### config.mk
export PLATFORM = sky130hd
export DESIGN_NAME = access_run_coalesce_counter_unit
export DESIGN_NICKNAME = d
export VERILOG_FILES = /design/src/rtl/arcc_pkg.sv /design/src/rtl/arcc_core.sv /design/src/rtl/access_run_coalesce_counter_unit.sv
export SDC_FILE = /design/constraint.sdc
export NUM_CORES = 1
export LEC_CHECK = 0
export ABC_AREA = 1
export ABC_CLOCK_PERIOD_IN_PS = 7700
export BUFFER_PORTS_ARGS = -buffer_cell sky130_fd_sc_hd__buf_2
export CAP_MARGIN = 20
export CORE_UTILIZATION = 67
export DETAILED_ROUTE_END_ITERATION = 12
export GPL_ROUTABILITY_DRIVEN = 0
export PLACE_DENSITY = 0.87
export SYNTH_ARGS = -nofsm -noshare
export SYNTH_HDL_FRONTEND = slang
export SYNTH_HIERARCHICAL = 1
export SYNTH_SLANG_ARGS = --single-unit
### constraint.sdc
create_clock -name clk -period 7.7 [get_ports clk]
set_clock_uncertainty 0.15 [all_clocks]
set_input_delay 1.54 -clock clk [delete_from_list [all_inputs] [get_ports clk]]
set_output_delay 1.54 -clock clk [all_outputs]
set_load 0.02 [all_outputs]
### src/rtl/arcc_pkg.sv
// Shared types, constants and helper functions of the access run coalesce counter.
`default_nettype none
package arcc_pkg;

  localparam int MAX_BLOCK_INSTS = 4096;
  localparam int CNT_W = $clog2(MAX_BLOCK_INSTS + 1);
  localparam int OFFSET_WIDTH = 16;
  localparam int NEXT_W = OFFSET_WIDTH + 1;
  localparam int SIZE_W = 5;

  localparam logic [SIZE_W-1:0] SIZE_WORD = SIZE_W'(4);
  localparam logic [SIZE_W-1:0] SIZE_DWORD = SIZE_W'(8);
  localparam logic [SIZE_W-1:0] SIZE_QWORD = SIZE_W'(16);
  localparam logic [CNT_W-1:0] CNT_MAX = CNT_W'(MAX_BLOCK_INSTS);
  localparam logic [CNT_W-1:0] MIN_RUN = CNT_W'(2);

  typedef struct packed {
    logic                    is_access;
    logic                    is_store;
    logic [OFFSET_WIDTH-1:0] offset;
    logic [SIZE_W-1:0]       size_bytes;
    logic                    stores_prior_load;
    logic                    last;
  } item_t;

  typedef struct packed {
    logic [CNT_W-1:0] sequences;
    logic [CNT_W-1:0] ld_pairs;
    logic [CNT_W-1:0] st_pairs;
    logic [CNT_W-1:0] repeat_hits;
    logic [CNT_W-1:0] saved_count;
  } counts_t;

  function automatic logic [CNT_W-1:0] sat_add(input logic [CNT_W-1:0] v,
                                               input logic [CNT_W-1:0] a);
    logic [CNT_W:0] s;
    s = {1'b0, v} + {1'b0, a};
    if (s > {1'b0, CNT_MAX}) begin
      sat_add = CNT_MAX;
    end else begin
      sat_add = s[CNT_W-1:0];
    end
  endfunction

  function automatic logic pairable(input logic [SIZE_W-1:0] size);
    pairable = (size == SIZE_WORD) || (size == SIZE_DWORD) || (size == SIZE_QWORD);
  endfunction

endpackage
`default_nettype wire

### src/rtl/arcc_core.sv
// Run tracking state, same-offset detection and saturating counters.
`default_nettype none
module arcc_core (
  input  wire logic             clk,
  input  wire logic             rst_n,
  input  wire logic             item_fire,
  input  wire arcc_pkg::item_t  item,
  output logic                  res_valid,
  output arcc_pkg::counts_t     res
);

  logic                                prev_valid_r, prev_valid_nxt;
  logic                                prev_store_r, prev_store_nxt;
  logic [arcc_pkg::OFFSET_WIDTH-1:0]   prev_offset_r, prev_offset_nxt;
  logic [arcc_pkg::SIZE_W-1:0]         prev_size_r, prev_size_nxt;
  logic                                run_is_store_r, run_is_store_nxt;
  logic [arcc_pkg::SIZE_W-1:0]         run_sz_r, run_sz_nxt;
  logic [arcc_pkg::NEXT_W-1:0]         run_next_offset_r, run_next_offset_nxt;
  logic [arcc_pkg::CNT_W-1:0]          run_length_r, run_length_nxt;
  arcc_pkg::counts_t                   cnt_r, cnt_nxt;

  logic                                same_hit;
  logic                                same_safe;
  logic                                extend;
  logic [arcc_pkg::CNT_W-1:0]          run_len_inc;
  logic [arcc_pkg::CNT_W-1:0]          flush_len;
  logic [arcc_pkg::CNT_W-1:0]          pairs;
  logic                                do_flush;
  logic [arcc_pkg::CNT_W-1:0]          saved_mid;
  logic [arcc_pkg::NEXT_W-1:0]         size_ext;
  logic [arcc_pkg::NEXT_W-1:0]         off_ext;

  always_comb begin
    size_ext = arcc_pkg::NEXT_W'(item.size_bytes);
    off_ext = arcc_pkg::NEXT_W'(item.offset);
    same_hit = item.is_access && prev_valid_r && (prev_offset_r == item.offset) &&
               (prev_size_r == item.size_bytes);
    same_safe = prev_store_r || !item.is_store || item.stores_prior_load;
    extend = item.is_access && (run_length_r != '0) && (item.is_store == run_is_store_r) &&
             (item.size_bytes == run_sz_r) && arcc_pkg::pairable(item.size_bytes) &&
             (off_ext == run_next_offset_r);
    run_len_inc = arcc_pkg::sat_add(run_length_r, arcc_pkg::CNT_W'(1));

    // At most one run is flushed per word: a new run holds at most one access.
    if (!item.is_access) begin
      flush_len = run_length_r;
    end else if (extend) begin
      flush_len = item.last ? run_len_inc : '0;
    end else begin
      flush_len = run_length_r;
    end
    do_flush = flush_len >= arcc_pkg::MIN_RUN;
    pairs = flush_len >> 1;

    cnt_nxt = cnt_r;
    saved_mid = cnt_r.saved_count;
    if (same_hit && same_safe) begin
      cnt_nxt.repeat_hits = arcc_pkg::sat_add(cnt_r.repeat_hits, arcc_pkg::CNT_W'(1));
      saved_mid = arcc_pkg::sat_add(cnt_r.saved_count, arcc_pkg::CNT_W'(1));
    end
    cnt_nxt.saved_count = saved_mid;
    if (do_flush) begin
      cnt_nxt.sequences = arcc_pkg::sat_add(cnt_r.sequences, arcc_pkg::CNT_W'(1));
      cnt_nxt.saved_count = arcc_pkg::sat_add(saved_mid, pairs);
      if (run_is_store_r) begin
        cnt_nxt.st_pairs = arcc_pkg::sat_add(cnt_r.st_pairs, pairs);
      end else begin
        cnt_nxt.ld_pairs = arcc_pkg::sat_add(cnt_r.ld_pairs, pairs);
      end
    end

    prev_valid_nxt = prev_valid_r;
    prev_store_nxt = prev_store_r;
    prev_offset_nxt = prev_offset_r;
    prev_size_nxt = prev_size_r;
    run_is_store_nxt = run_is_store_r;
    run_sz_nxt = run_sz_r;
    run_next_offset_nxt = run_next_offset_r;
    run_length_nxt = run_length_r;
    if (!item.is_access) begin
      prev_valid_nxt = 1'b0;
      run_length_nxt = '0;
    end else begin
      prev_valid_nxt = 1'b1;
      prev_store_nxt = item.is_store;
      prev_offset_nxt = item.offset;
      prev_size_nxt = item.size_bytes;
      if (extend) begin
        run_length_nxt = run_len_inc;
        run_next_offset_nxt = run_next_offset_r + size_ext;
      end else begin
        run_is_store_nxt = item.is_store;
        run_sz_nxt = item.size_bytes;
        run_next_offset_nxt = off_ext + size_ext;
        run_length_nxt = arcc_pkg::pairable(item.size_bytes) ? arcc_pkg::CNT_W'(1) : '0;
      end
    end

    res_valid = item_fire && item.last;
    res = cnt_nxt;
  end

  always_ff @(posedge clk) begin
    if (!rst_n || (item_fire && item.last)) begin
      prev_valid_r <= 1'b0;
      prev_store_r <= 1'b0;
      prev_offset_r <= '0;
      prev_size_r <= '0;
      run_is_store_r <= 1'b0;
      run_sz_r <= '0;
      run_next_offset_r <= '0;
      run_length_r <= '0;
      cnt_r <= '0;
    end else if (item_fire) begin
      prev_valid_r <= prev_valid_nxt;
      prev_store_r <= prev_store_nxt;
      prev_offset_r <= prev_offset_nxt;
      prev_size_r <= prev_size_nxt;
      run_is_store_r <= run_is_store_nxt;
      run_sz_r <= run_sz_nxt;
      run_next_offset_r <= run_next_offset_nxt;
      run_length_r <= run_length_nxt;
      cnt_r <= cnt_nxt;
    end
  end

endmodule
`default_nettype wire

### src/rtl/access_run_coalesce_counter_unit.sv
// Top level of the access run coalesce counter with input and result registers.
//
// The input channel takes one instruction word per cycle (in_valid/in_ready).
// Each word describes one instruction of a block: whether it is a state load
// or store, its offset and size, and whether it is the last of the block.
// The result channel (out_valid/out_ready) carries one word per block, holding
// the five coalescing counts, produced by the word marked last.
// A word is held in the input register and then processed into the run state
// and counters; the result register takes a result when its last word leaves
// the input register, which needs the result register free or read. Throughput
// is one word per cycle while no last word waits, as each update takes one word.
// When the receiver stalls with a result pending, words that are not last keep
// flowing; a last word waits in the input register until the result register
// frees, and the input then fills and holds in_ready low.
// Reset clears the run state, all counters and both valid flags.
`default_nettype none
module access_run_coalesce_counter_unit (
  input  wire logic                              clk,
  input  wire logic                              rst_n,
  input  wire logic                              in_valid,
  output logic                                   in_ready,
  input  wire logic                              in_is_access,
  input  wire logic                              in_is_store,
  input  wire logic [arcc_pkg::OFFSET_WIDTH-1:0] in_offset,
  input  wire logic [arcc_pkg::SIZE_W-1:0]       in_size_bytes,
  input  wire logic                              in_stores_prior_load,
  input  wire logic                              in_last,
  output logic                                   out_valid,
  input  wire logic                              out_ready,
  output logic [arcc_pkg::CNT_W-1:0]             out_sequences,
  output logic [arcc_pkg::CNT_W-1:0]             out_ld_pairs,
  output logic [arcc_pkg::CNT_W-1:0]             out_st_pairs,
  output logic [arcc_pkg::CNT_W-1:0]             out_repeat_hits,
  output logic [arcc_pkg::CNT_W-1:0]             out_saved_count
);

  logic              s1_valid_r;
  arcc_pkg::item_t   s1_item_r;
  logic              s1_fire;
  logic              out_valid_r;
  arcc_pkg::counts_t out_cnt_r;
  logic              res_valid;
  arcc_pkg::counts_t res;

  assign s1_fire = s1_valid_r && (!s1_item_r.last || !out_valid_r || out_ready);
  assign in_ready = !s1_valid_r || s1_fire;

  always_ff @(posedge clk) begin
    if (!rst_n) begin
      s1_valid_r <= 1'b0;
    end else if (in_ready) begin
      s1_valid_r <= in_valid;
    end
  end

  always_ff @(posedge clk) begin
    if (in_valid && in_ready) begin
      s1_item_r.is_access <= in_is_access;
      s1_item_r.is_store <= in_is_store;
      s1_item_r.offset <= in_offset;
      s1_item_r.size_bytes <= in_size_bytes;
      s1_item_r.stores_prior_load <= in_stores_prior_load;
      s1_item_r.last <= in_last;
    end
  end

  arcc_core u_core (
    .clk       (clk),
    .rst_n     (rst_n),
    .item_fire (s1_fire),
    .item      (s1_item_r),
    .res_valid (res_valid),
    .res       (res)
  );

  always_ff @(posedge clk) begin
    if (!rst_n) begin
      out_valid_r <= 1'b0;
    end else if (res_valid) begin
      out_valid_r <= 1'b1;
    end else if (out_ready) begin
      out_valid_r <= 1'b0;
    end
  end

  always_ff @(posedge clk) begin
    if (res_valid) begin
      out_cnt_r <= res;
    end
  end

  assign out_valid = out_valid_r;
  assign out_sequences = out_cnt_r.sequences;
  assign out_ld_pairs = out_cnt_r.ld_pairs;
  assign out_st_pairs = out_cnt_r.st_pairs;
  assign out_repeat_hits = out_cnt_r.repeat_hits;
  assign out_saved_count = out_cnt_r.saved_count;

endmodule
`default_nettype wire

[Word-level counts from Yosys, hierarchy flattened]
Index checks and enable logic that the tools add are counted.
Storage, ports and cells
  register bits: 216
  input port bits: 29
  output and inout bits: 67
  logic and storage cells: 104
Cells by class
  $add $sub $neg: 9
  $lt $le $gt $ge: 8
  equal/unequal tests: 8
  muxes and demuxes: 23
  bitwise gates (word level): 1
  reductions and logical operators: 29
Operators with widths (number)
  two-way mux 13 bit: 17
  > comparator 14 x 13 -> 1 bit, second input constant: 7
  adder 13 x 1 -> 14 bit, second input constant: 4
  adder 13 x 12 -> 14 bit: 3
  two-way mux 39 bit: 1
  adder 16 x 5 -> 17 bit: 1
  adder 17 x 5 -> 17 bit: 1
  == test 16 x 17 -> 1 bit: 1
  two-way mux 17 bit: 1
  == test 16 bit: 1
  >= comparator 13 x 2 -> 1 bit, second input constant: 1
  nonzero test 13 bit: 1
  logical AND 1 bit: 12
  == test 5 bit: 2
  logical OR 1 bit: 8
  == test 5 x 3 -> 1 bit, second input constant: 1
  == test 5 x 4 -> 1 bit, second input constant: 1
  == test 5 bit, second input constant: 1
  logical NOT 1 bit: 5
  two-way mux 1 bit: 4
  AND reduction 3 bit: 1
  AND reduction 2 bit: 1
  nonzero test 2 bit: 1
  == test 1 bit: 1
  inverter 1 bit: 1

[Depth between registers and ports, before layout]
Gate-level depths: netlist of the first run.
  word-level depth: 13
  gate-level depth with buffers: 36

[Cells and area by module]
Netlist of the first run, hierarchy kept.
By module, submodules not included
  arcc_core: times used 1, cells an instance 2035, area an instance 11688.7 um^2
  access_run_coalesce_counter_unit: times used 1, cells an instance 103, area an instance 2801.4 um^2

[Worst setup path after synthesis of the first run]
Ideal clock, no wire load.
  kind: reg2reg
  from: reg u_core/cnt_r[0] (netlist name)
  to: reg u_core/cnt_r[3] (netlist name)
  setup time: 0.056 ns
  arrival time: 3.989 ns
  path slack: 3.505 ns
  stages on the path, launching flop included: 33
  period minus slack after synthesis: 4.195 ns
  cells stage by stage: dfxtp_1 > ha_1 > nand2_1 > nor2_1 > nand3_1 > nor3_1 > xor2_1 > nor3_1 > nand2_1 > nand2_1 > nand3_1 > nand2_1 > ha_1 > inv_1 > fa_1 > inv_1 > nand2_1 > o21ai_0 > nand2_1 > nand3_1 > nand2_1 > nor2_1 > nand3_1 > nor2_1 > nand3_1 > nand2_1 > nand2_1 > buf_2 > nor2_1 > nand2_2 > nand3_1 > nand2_1 > inv_1
Between the ends
  longest elaborated chain between the ends: 8
Ends and longest elaborated chain
  start, declared: line arcc_core.sv:20  | arcc_pkg::counts_t cnt_r, cnt_nxt;
  start signal, assigned: line arcc_core.sv:123  | cnt_r <= cnt_nxt;
  adder 13 x 1 -> 14 bit: line arcc_pkg.sv:37  | s = {1'b0, v} + {1'b0, a};
  > comparator 14 x 13 -> 1 bit: line arcc_pkg.sv:38  | if (s > {1'b0, CNT_MAX}) begin
  two-way mux 13 bit: line arcc_pkg.sv:38
  two-way mux 13 bit *: line arcc_core.sv:57  | if (same_hit && same_safe) begin
  adder 13 x 12 -> 14 bit: line arcc_pkg.sv:37
  > comparator 14 x 13 -> 1 bit: line arcc_pkg.sv:38
  two-way mux 13 bit: line arcc_pkg.sv:38
  two-way mux 13 bit *: line arcc_core.sv:62  | if (do_flush) begin
Every way passes the cells marked *; elsewhere a longest branch is shown, timed or not.
A chain may end at the register's enable or synchronous reset.

[Worst setup path in the final report of the first run]
  from: reg u_core.run_is_store_r
  to: reg u_core/cnt_r[2] (netlist name)
Between the ends
  longest elaborated chain between the ends: 11
Ends and longest elaborated chain
  start, declared: line arcc_core.sv:16  | logic run_is_store_r, run_is_store_nxt;
  start signal, assigned: line arcc_core.sv:119  | run_is_store_r <= run_is_store_nxt;
  == test 1 bit *: line arcc_core.sv:39  | extend = item.is_access && (run_length_r != '0) && (item.is_store == run_is_store_r) &&
  logical AND 1 bit * (2 in a row): line arcc_core.sv:39
  logical AND 1 bit * (2 in a row): line arcc_core.sv:40  | (item.size_bytes == run_sz_r) && arcc_pkg::pairable(item.size_bytes) &&
  two-way mux 13 bit *: line arcc_core.sv:47  | end else if (extend) begin
  two-way mux 13 bit *: line arcc_core.sv:45  | if (!item.is_access) begin
  adder 13 x 12 -> 14 bit: line arcc_pkg.sv:37
  > comparator 14 x 13 -> 1 bit: line arcc_pkg.sv:38
  two-way mux 13 bit: line arcc_pkg.sv:38
  two-way mux 13 bit *: line arcc_core.sv:62
Marked as above.

==> out/results.txt, run 1 <==
Total Nets Final: 2268
commonest non-fill, non-tap cell in the layout: nand2_1
first-pass GRT wire length: 61500 um
final worst slack: 1.79 ns
DRT antenna net count: 0
maxcap violations: 0
routed length per instance: 15.2 um
Top FF cell, synth: dfxtp_1
die area: 22200 sq um
final period utilization: 76.7%
Top Layer Used: met4
Tightest Pin Transition: 1.06 ns
Post-Place Cells: 2434
Die Width: 149 um
Leakage: 7.85 nW
largest family of logic cells by synthesized area: simple AND/OR/NAND/NOR gates
initial core utilization: 68.7%
synthesized-area fraction occupied by adder cells: 4.87%
clock tree from TritonCTS: built
PortBufs: 95
Crit-path slowest cell: dfxtp_1
RSZ-0062 raised after global routing: false
post-layout min period: 5.91 ns
die span in y: 149 um
Hold Crit Depth: 2
critical path arrival: 6.23 ns
VDD IR max: 0.184 mV
vias in the first global route: 13356
Post-synth EDFFs: 90
reg2reg end: u_core/cnt_r[2]
CP max FO: 30
area of the core: 21100 sq um
Post-synth ARST share: 0%
Reg clk slew, reported paths: 0.07 ns
complex-gate fraction of the synthesized area: 7.41%
HP Class: reg2reg
I/O pins: 96
met2 WL: 17600 um
Post-Synthesis Cells: 2138
syn_nets: 2221
flip-flop and latch count after synthesis: 216
DRC Markers: 0
r2r setup slk: 1.79 ns
clk sinks: 216
largest net degree at the start of global routing: 79
GRT Util Overall: 34.0%
WS Path Type: reg2reg
Final Slew Violations: 0
top cells by area, synth: edfxtp_1, dfxtp_1, nand2_1
vias post-DR: 14199
netlist area before placement: 14500 sq um
share of the synthesized area in the top cell type: 18.7%
CP startpoint kind: register
clk root buf: clkbuf_16
wl on met1: 15100 um
routed length on met3: 3070 um
mux cell area share after synthesis: 0.0777%
# H-tree levels: 1
Synthesis Warnings: 6
WL final: 37600 um
R2R depth: 29
Hold Crit Start: u_core/prev_store_r
Inserted Diodes: 0
Fmax: 169 MHz
Fin Setup TNS: 0 ns
simple-gate share of the synthesized area: 36.1%
Setup Fix Bufs, Post-CTS: 0
Post-Synth XOR/XNOR Area: 4.65%
pre-CTS setup slack: 2.05 ns
# rows: 53
Hold Vio Cnt, Final: 0
layout cells sized above 1: 10.2%
Pre-antenna DRT Iters: 6
CP max stage delay: 1.02 ns
Critical Path Most Common Cell: nand2_1
drt initial violations: 1312
Worst Hold Path EP: u_core/prev_store_r
setup violators final: 0
worst path required time: 8.02 ns
relative slew slack: 29.1%
initial antenna violation count: 0
grt total ovfl: 0
largest area contributor in the netlist: edfxtp_1
CTS max path bufs: 3
R2R Path Start: u_core/run_is_store_r
fin cells: 2478
hold_buf cts: 0
run status: finished, final reports clean
Num CTS Buffers: 24
Clk Latency, worst-skew pair: 0.53 ns
Vias/cell: 5.73
Cell Pwr Density: 180 nW/um^2
post-CTS sizing: 0
Critical Path End Type: register
most frequent cells in the layout: nand2_1, inv_1, nand3_1
Avg Inst Size Synth: 6.78 sq um
post-synthesis cell type count: 45
post-DP HPWL: 26100 um
sequential share of the synthesized area: 36.1%
Area Overhead vs Synth: 9.01%
synthesized netlist by cell type (3+ instances only):
cell type and number:
a21oi_1 114, ha_1 50, buf_6 7, nand3_1 244, dfxtp_1 126, nand2_2 56, xor2_1 56, and2_1 4
xnor2_1 21, a31oi_1 5, nor4_1 6, nor2_1 232, inv_2 3, o21ai_0 82, or2_2 8, buf_1 5
buf_4 9, buf_2 8, edfxtp_1 90, inv_1 309, nand3b_1 8, nand2_1 544, nor2_2 4, fa_1 4
nand4_1 39, clkbuf_1 50, nor3_1 32
per-stage QoR:
stage	utilization, %	power (mW)	hold slack (ns)	cell area [sq um]
final	74.9	2.85	0.319	15800
after global routing	74.9	2.95	0.336	15800
after CTS	74.9	2.85	0.316	15800
after detailed placement	71.0	1.67	0.302	15000
after global placement	71.0	1.65	0.289	15000
after floorplan	-	1.57	0.280	14500
metal layers:
| metal | vias to the layer above | track usage, % |
|---|---|---|
| met3 | 162 | 4.50 |
| met5 | - | 0 |
| li1 | 6922 | - |
| met1 | 6398 | 42.1 |
| met4 | 0 | 18.9 |
| met2 | 717 | 57.2 |
worst max-delay path, delay by kind of cell, from the launching register on:
family | cells | cell delay, ns
AO/OA/AOI/OAI | 2 | 0.59
adder cells (fa/ha/maj) | 2 | 0.58
XOR/XNOR | 1 | 0.25
flip-flops | 1 | 1.02
buffers and inverters | 4 | 0.67
AND/OR/NAND/NOR | 20 | 2.57
kinds of logic after synthesis:
logic type      after synthesis
compound gates              209
xor+xnor                     77
fa+ha+maj                    54
buf+inv                     393
flops                       216
mux                           1
simple gates               1188
power breakdown:
| group | switching [mW] | internal (mW) | leakage [nW] |
|---|---|---|---|
| clock | 0.471 | 0.723 | 0.397 |
| combinational | 0.237 | 0.119 | 5.57 |
| sequential | 0.0496 | 1.25 | 1.89 |
| total | 0.758 | 2.09 | 7.85 |
how the worst max path moves through the flow:
| stage | startpoint | end | slack [ns] | cells past startpoint |
|---|---|---|---|---|
| after floorplan | u_core/cnt_r[0] | u_core/cnt_r[3] | 3.50 | 32 |
| after global placement | u_core/run_is_store_r | u_core/cnt_r[6] | 2.39 | 29 |
| after detailed placement | u_core/run_is_store_r | u_core/cnt_r[2] | 2.05 | 29 |
| after CTS | u_core/run_is_store_r | u_core/cnt_r[2] | 1.98 | 28 |
| after global routing | u_core/run_is_store_r | u_core/cnt_r[2] | 1.18 | 28 |
| final | u_core/run_is_store_r | u_core/cnt_r[2] | 1.79 | 29 |
area by class of cell:
cell class	count	area, sq um
multi-input combinational	1529	7710
fill	1647	5290
sequential	216	5230
inverter	313	1170
clock buffer	34	689
timing repair buffer	101	520
tap	275	344
clock inverter	10	129
flip-flops by register name, indices dropped and copies added, names as in the netlist:
signal                    flops
out_saved_count              13
u_core/run_length_r          13
u_core/prev_size_r            5
s1_item_r                    25
u_core/run_is_store_r         1
u_core/cnt_r                 65
out_valid                     1
s1_valid_r                    1
out_sequences                13
u_core/run_sz_r               5
u_core/prev_offset_r         16
out_st_pairs                 13
u_core/run_next_offset_r     17
u_core/prev_valid_r           1
out_repeat_hits              13
out_ld_pairs                 13
u_core/prev_store_r           1
Note: power is estimated with default switching activity, not from simulation.
==> run 2: changes to the inputs <==
ABC_CLOCK_PERIOD_IN_PS = 5000   (was 7700)
CORE_UTILIZATION = 56   (was 67)
PLACE_DENSITY = 0.78   (was 0.87)
clock period = 5 ns   (was 7.7 ns; I/O delays follow)
==> run 2 against run 1 <==
  * Non-clock buffer count up 12
  * Sequential power increased by 53%
  * Critical path depth unchanged
  * Global-route usage shrank 6.1 points
  * Cell count is 2.7% higher
  * Clock power grew 53%
  * Sequential cell count did not move
  * Combinational power is 54% higher
  * Total power increased by 53%
  * Highest routed layer unchanged
  * Register-to-register slack lost 1.4 ns
==> out/results.txt, run 2 (synthesis gave the netlist of run 1 again) <==
run status: finished, final reports clean
commonest non-fill, non-tap cell in the layout: nand2_1
initial antenna violation count: 0 (unchanged)
R2R Path Start: u_core/cnt_r[0]
die area: 26500 sq um (+19%)
Final Cell Area: 16000 sq um (+1.2%)
pre-CTS setup slack: 0.00589 ns (-2.04 ns)
layer with the highest usage: met2
Hold Crit Start: u_core/prev_store_r
vias in the first global route: 13019 (-2.5%)
drt initial violations: 1248 (-4.9%)
critical path arrival: 4.94 ns (-1.29 ns)
sw power: 1.15 mW (+51%)
Reg power frac: 45.7% (about the same)
I/O pins: 96 (unchanged)
met1 Use GR: 35.4% (-6.7 points)
combinational power share: 12.6% (about the same)
Top Registers: u_core/cnt_r (65), s1_item_r (25), u_core/run_next_offset_r (17)
routed length per instance: 14.4 um (-4.9%)
HP Class: reg2reg
Critical Path Most Common Cell: nand2_1
Tightest Pin Transition: 1.03 ns (-0.0335 ns)
GR Layer Usage met3: 3.74% (-0.75 points)
post-layout min period: 4.63 ns (-1.27 ns)
worst path required time: 5.30 ns (-2.72 ns)
WS Path Type: reg2reg
internal power: 3.21 mW (+54%)
vias post-DR: 13818 (-2.7%)
Fmax: 216 MHz (+28%)
CTS max path bufs: 3 (unchanged)
final period utilization: 92.7% (+16 points)
most frequent cells in the layout: nand2_1, inv_1, nand3_1
first-pass GRT wire length: 60700 um (-1.3%)
clock tree from TritonCTS: built
Clock power frac: 41.7% (-0.2 points)
final worst slack: 0.366 ns (-1.43 ns)
Critical Path End Type: register
initial core utilization: 57.4% (-11 points)
die span in y: 163 um (+9.3%)
met2 usage: 47.3% (-10 points)
# rows: 58 (+9.4%)
Top reg by flops: u_core/cnt_r
CP max FO: 11 (-63%)
setup violators final: 0 (unchanged)
WL final: 36700 um (-2.3%)
Reg clk slew, reported paths: 0.07 ns (about the same)
clk sinks: 216 (unchanged)
Net Sw Frac: 26.3% (-0.29 points)
grt total ovfl: 0 (unchanged)
max reg flops: 65 (unchanged)
fin cells: 2546 (+2.7%)
VDD IR max: 0.277 mV (+51%)
Total Nets Final: 2281 (+0.57%)
DRC Markers: 0 (unchanged)
Area Overhead vs Synth: 10.3%
post-DP HPWL: 25900 um (-0.76%)
Hold Vio Cnt, Final: 0 (unchanged)
maxcap violations: 0 (unchanged)
CP max stage delay: 0.40 ns (-0.62 ns)
Clk Latency, worst-skew pair: 0.53 ns (about the same)
Num CTS Buffers: 25 (+4.2%)
Pre-antenna DRT Iters: 8 (+2)
DRT antenna net count: 0 (unchanged)
Vias/cell: 5.43 (-5.3%)
hold_buf cts: 0 (unchanged)
Die Width: 163 um (+9.3%)
CP Launch Point: u_core/cnt_r[0]
layout cells sized above 1: 11.0% (+0.80 points)
largest net degree at the start of global routing: 53 (-33%)
Setup Fix Bufs, Post-CTS: 0 (unchanged)
Inserted Diodes: 0 (unchanged)
CP startpoint kind: register
DP Area: 15100 sq um (+1.1%)
Crit-path slowest cell: dfxtp_1
area of the core: 25300 sq um (+20%)
# H-tree levels: 1 (unchanged)
relative slew slack: 31.4% (+2.3 points)
PortBufs: 95 (unchanged)
Post-Place Cells: 2501 (+2.8%)
Final Power: 4.36 mW (+53%)
clk root buf: clkbuf_16
Final Slew Violations: 0 (unchanged)
Cell Pwr Density: 273 nW/um^2 (+51%)
Leakage: 7.91 nW (+0.80%)
GRT Util Overall: 27.9% (-6.1 points)
-- run 2: power by group through the flow --
stage | Sequential [mW] | Combinational, mW | Clock, mW
after CTS | 1.99 | 0.542 | 1.85
after floorplan | 2.03 | 0.394 | 0
final | 1.99 | 0.549 | 1.82
after detailed placement | 2.03 | 0.538 | 0
after global routing | 2.00 | 0.617 | 1.91
after global placement | 2.03 | 0.524 | 0
-- run 2: per-stage QoR --
step / util, % / hold slack (ns) / setup TNS [ns]
4_1_cts: 63.1 / 0.307 / 0
3_3_place_gp: 59.9 / 0.291 / 0
2_1_floorplan: - / 0.280 / 0
6_report: 63.3 / 0.307 / 0
3_5_place_dp: 59.9 / 0.298 / 0
5_1_grt: 63.3 / 0.331 / -0.0648
-- run 2: path summary, 6_finish.rpt --
path	end	slack [ns]	cells after the start
worst min register to register	u_core/prev_store_r	0.31	2
worst min-delay path	u_core/prev_store_r	0.31	2
worst max register to register	u_core/cnt_r[8]	0.37	29
worst max-delay path	u_core/cnt_r[8]	0.37	29
-- run 2: layout make-up --
class | count | area (sq um)
well taps | 330 | 413
fillers | 2260 | 9270
multi-input cells | 1529 | 7740
repair buffers | 113 | 611
flip-flops and latches | 216 | 5230
clock inverters | 11 | 133
clock buffers | 34 | 679
inverters | 313 | 1170
-- run 2: worst max-delay path, delay by kind of cell (launching register included) --
kind	cells	cell delay, ns
AO/OA/AOI/OAI	2	0.34
adder cells (fa/ha/maj)	3	0.76
buffers and inverters	3	0.22
flip-flops	1	0.40
XOR/XNOR	2	0.36
AND/OR/NAND/NOR	19	2.32
-- run 2: routing by layer --
layer / part of all wire (%) / vias up
met5: 0 / -
met4: 3.8 / 0
met3: 6.7 / 100
met2: 46 / 564
met1: 43 / 6208
li1: - / 6946
-- run 2: repair_timing --
action                     4_1_cts  5_1_grt
pin swaps                        0        0
cloned                           0        0
gates resized for setup          1       12
setup endpoints to repair        8       66
hold endpoints to repair         0        0
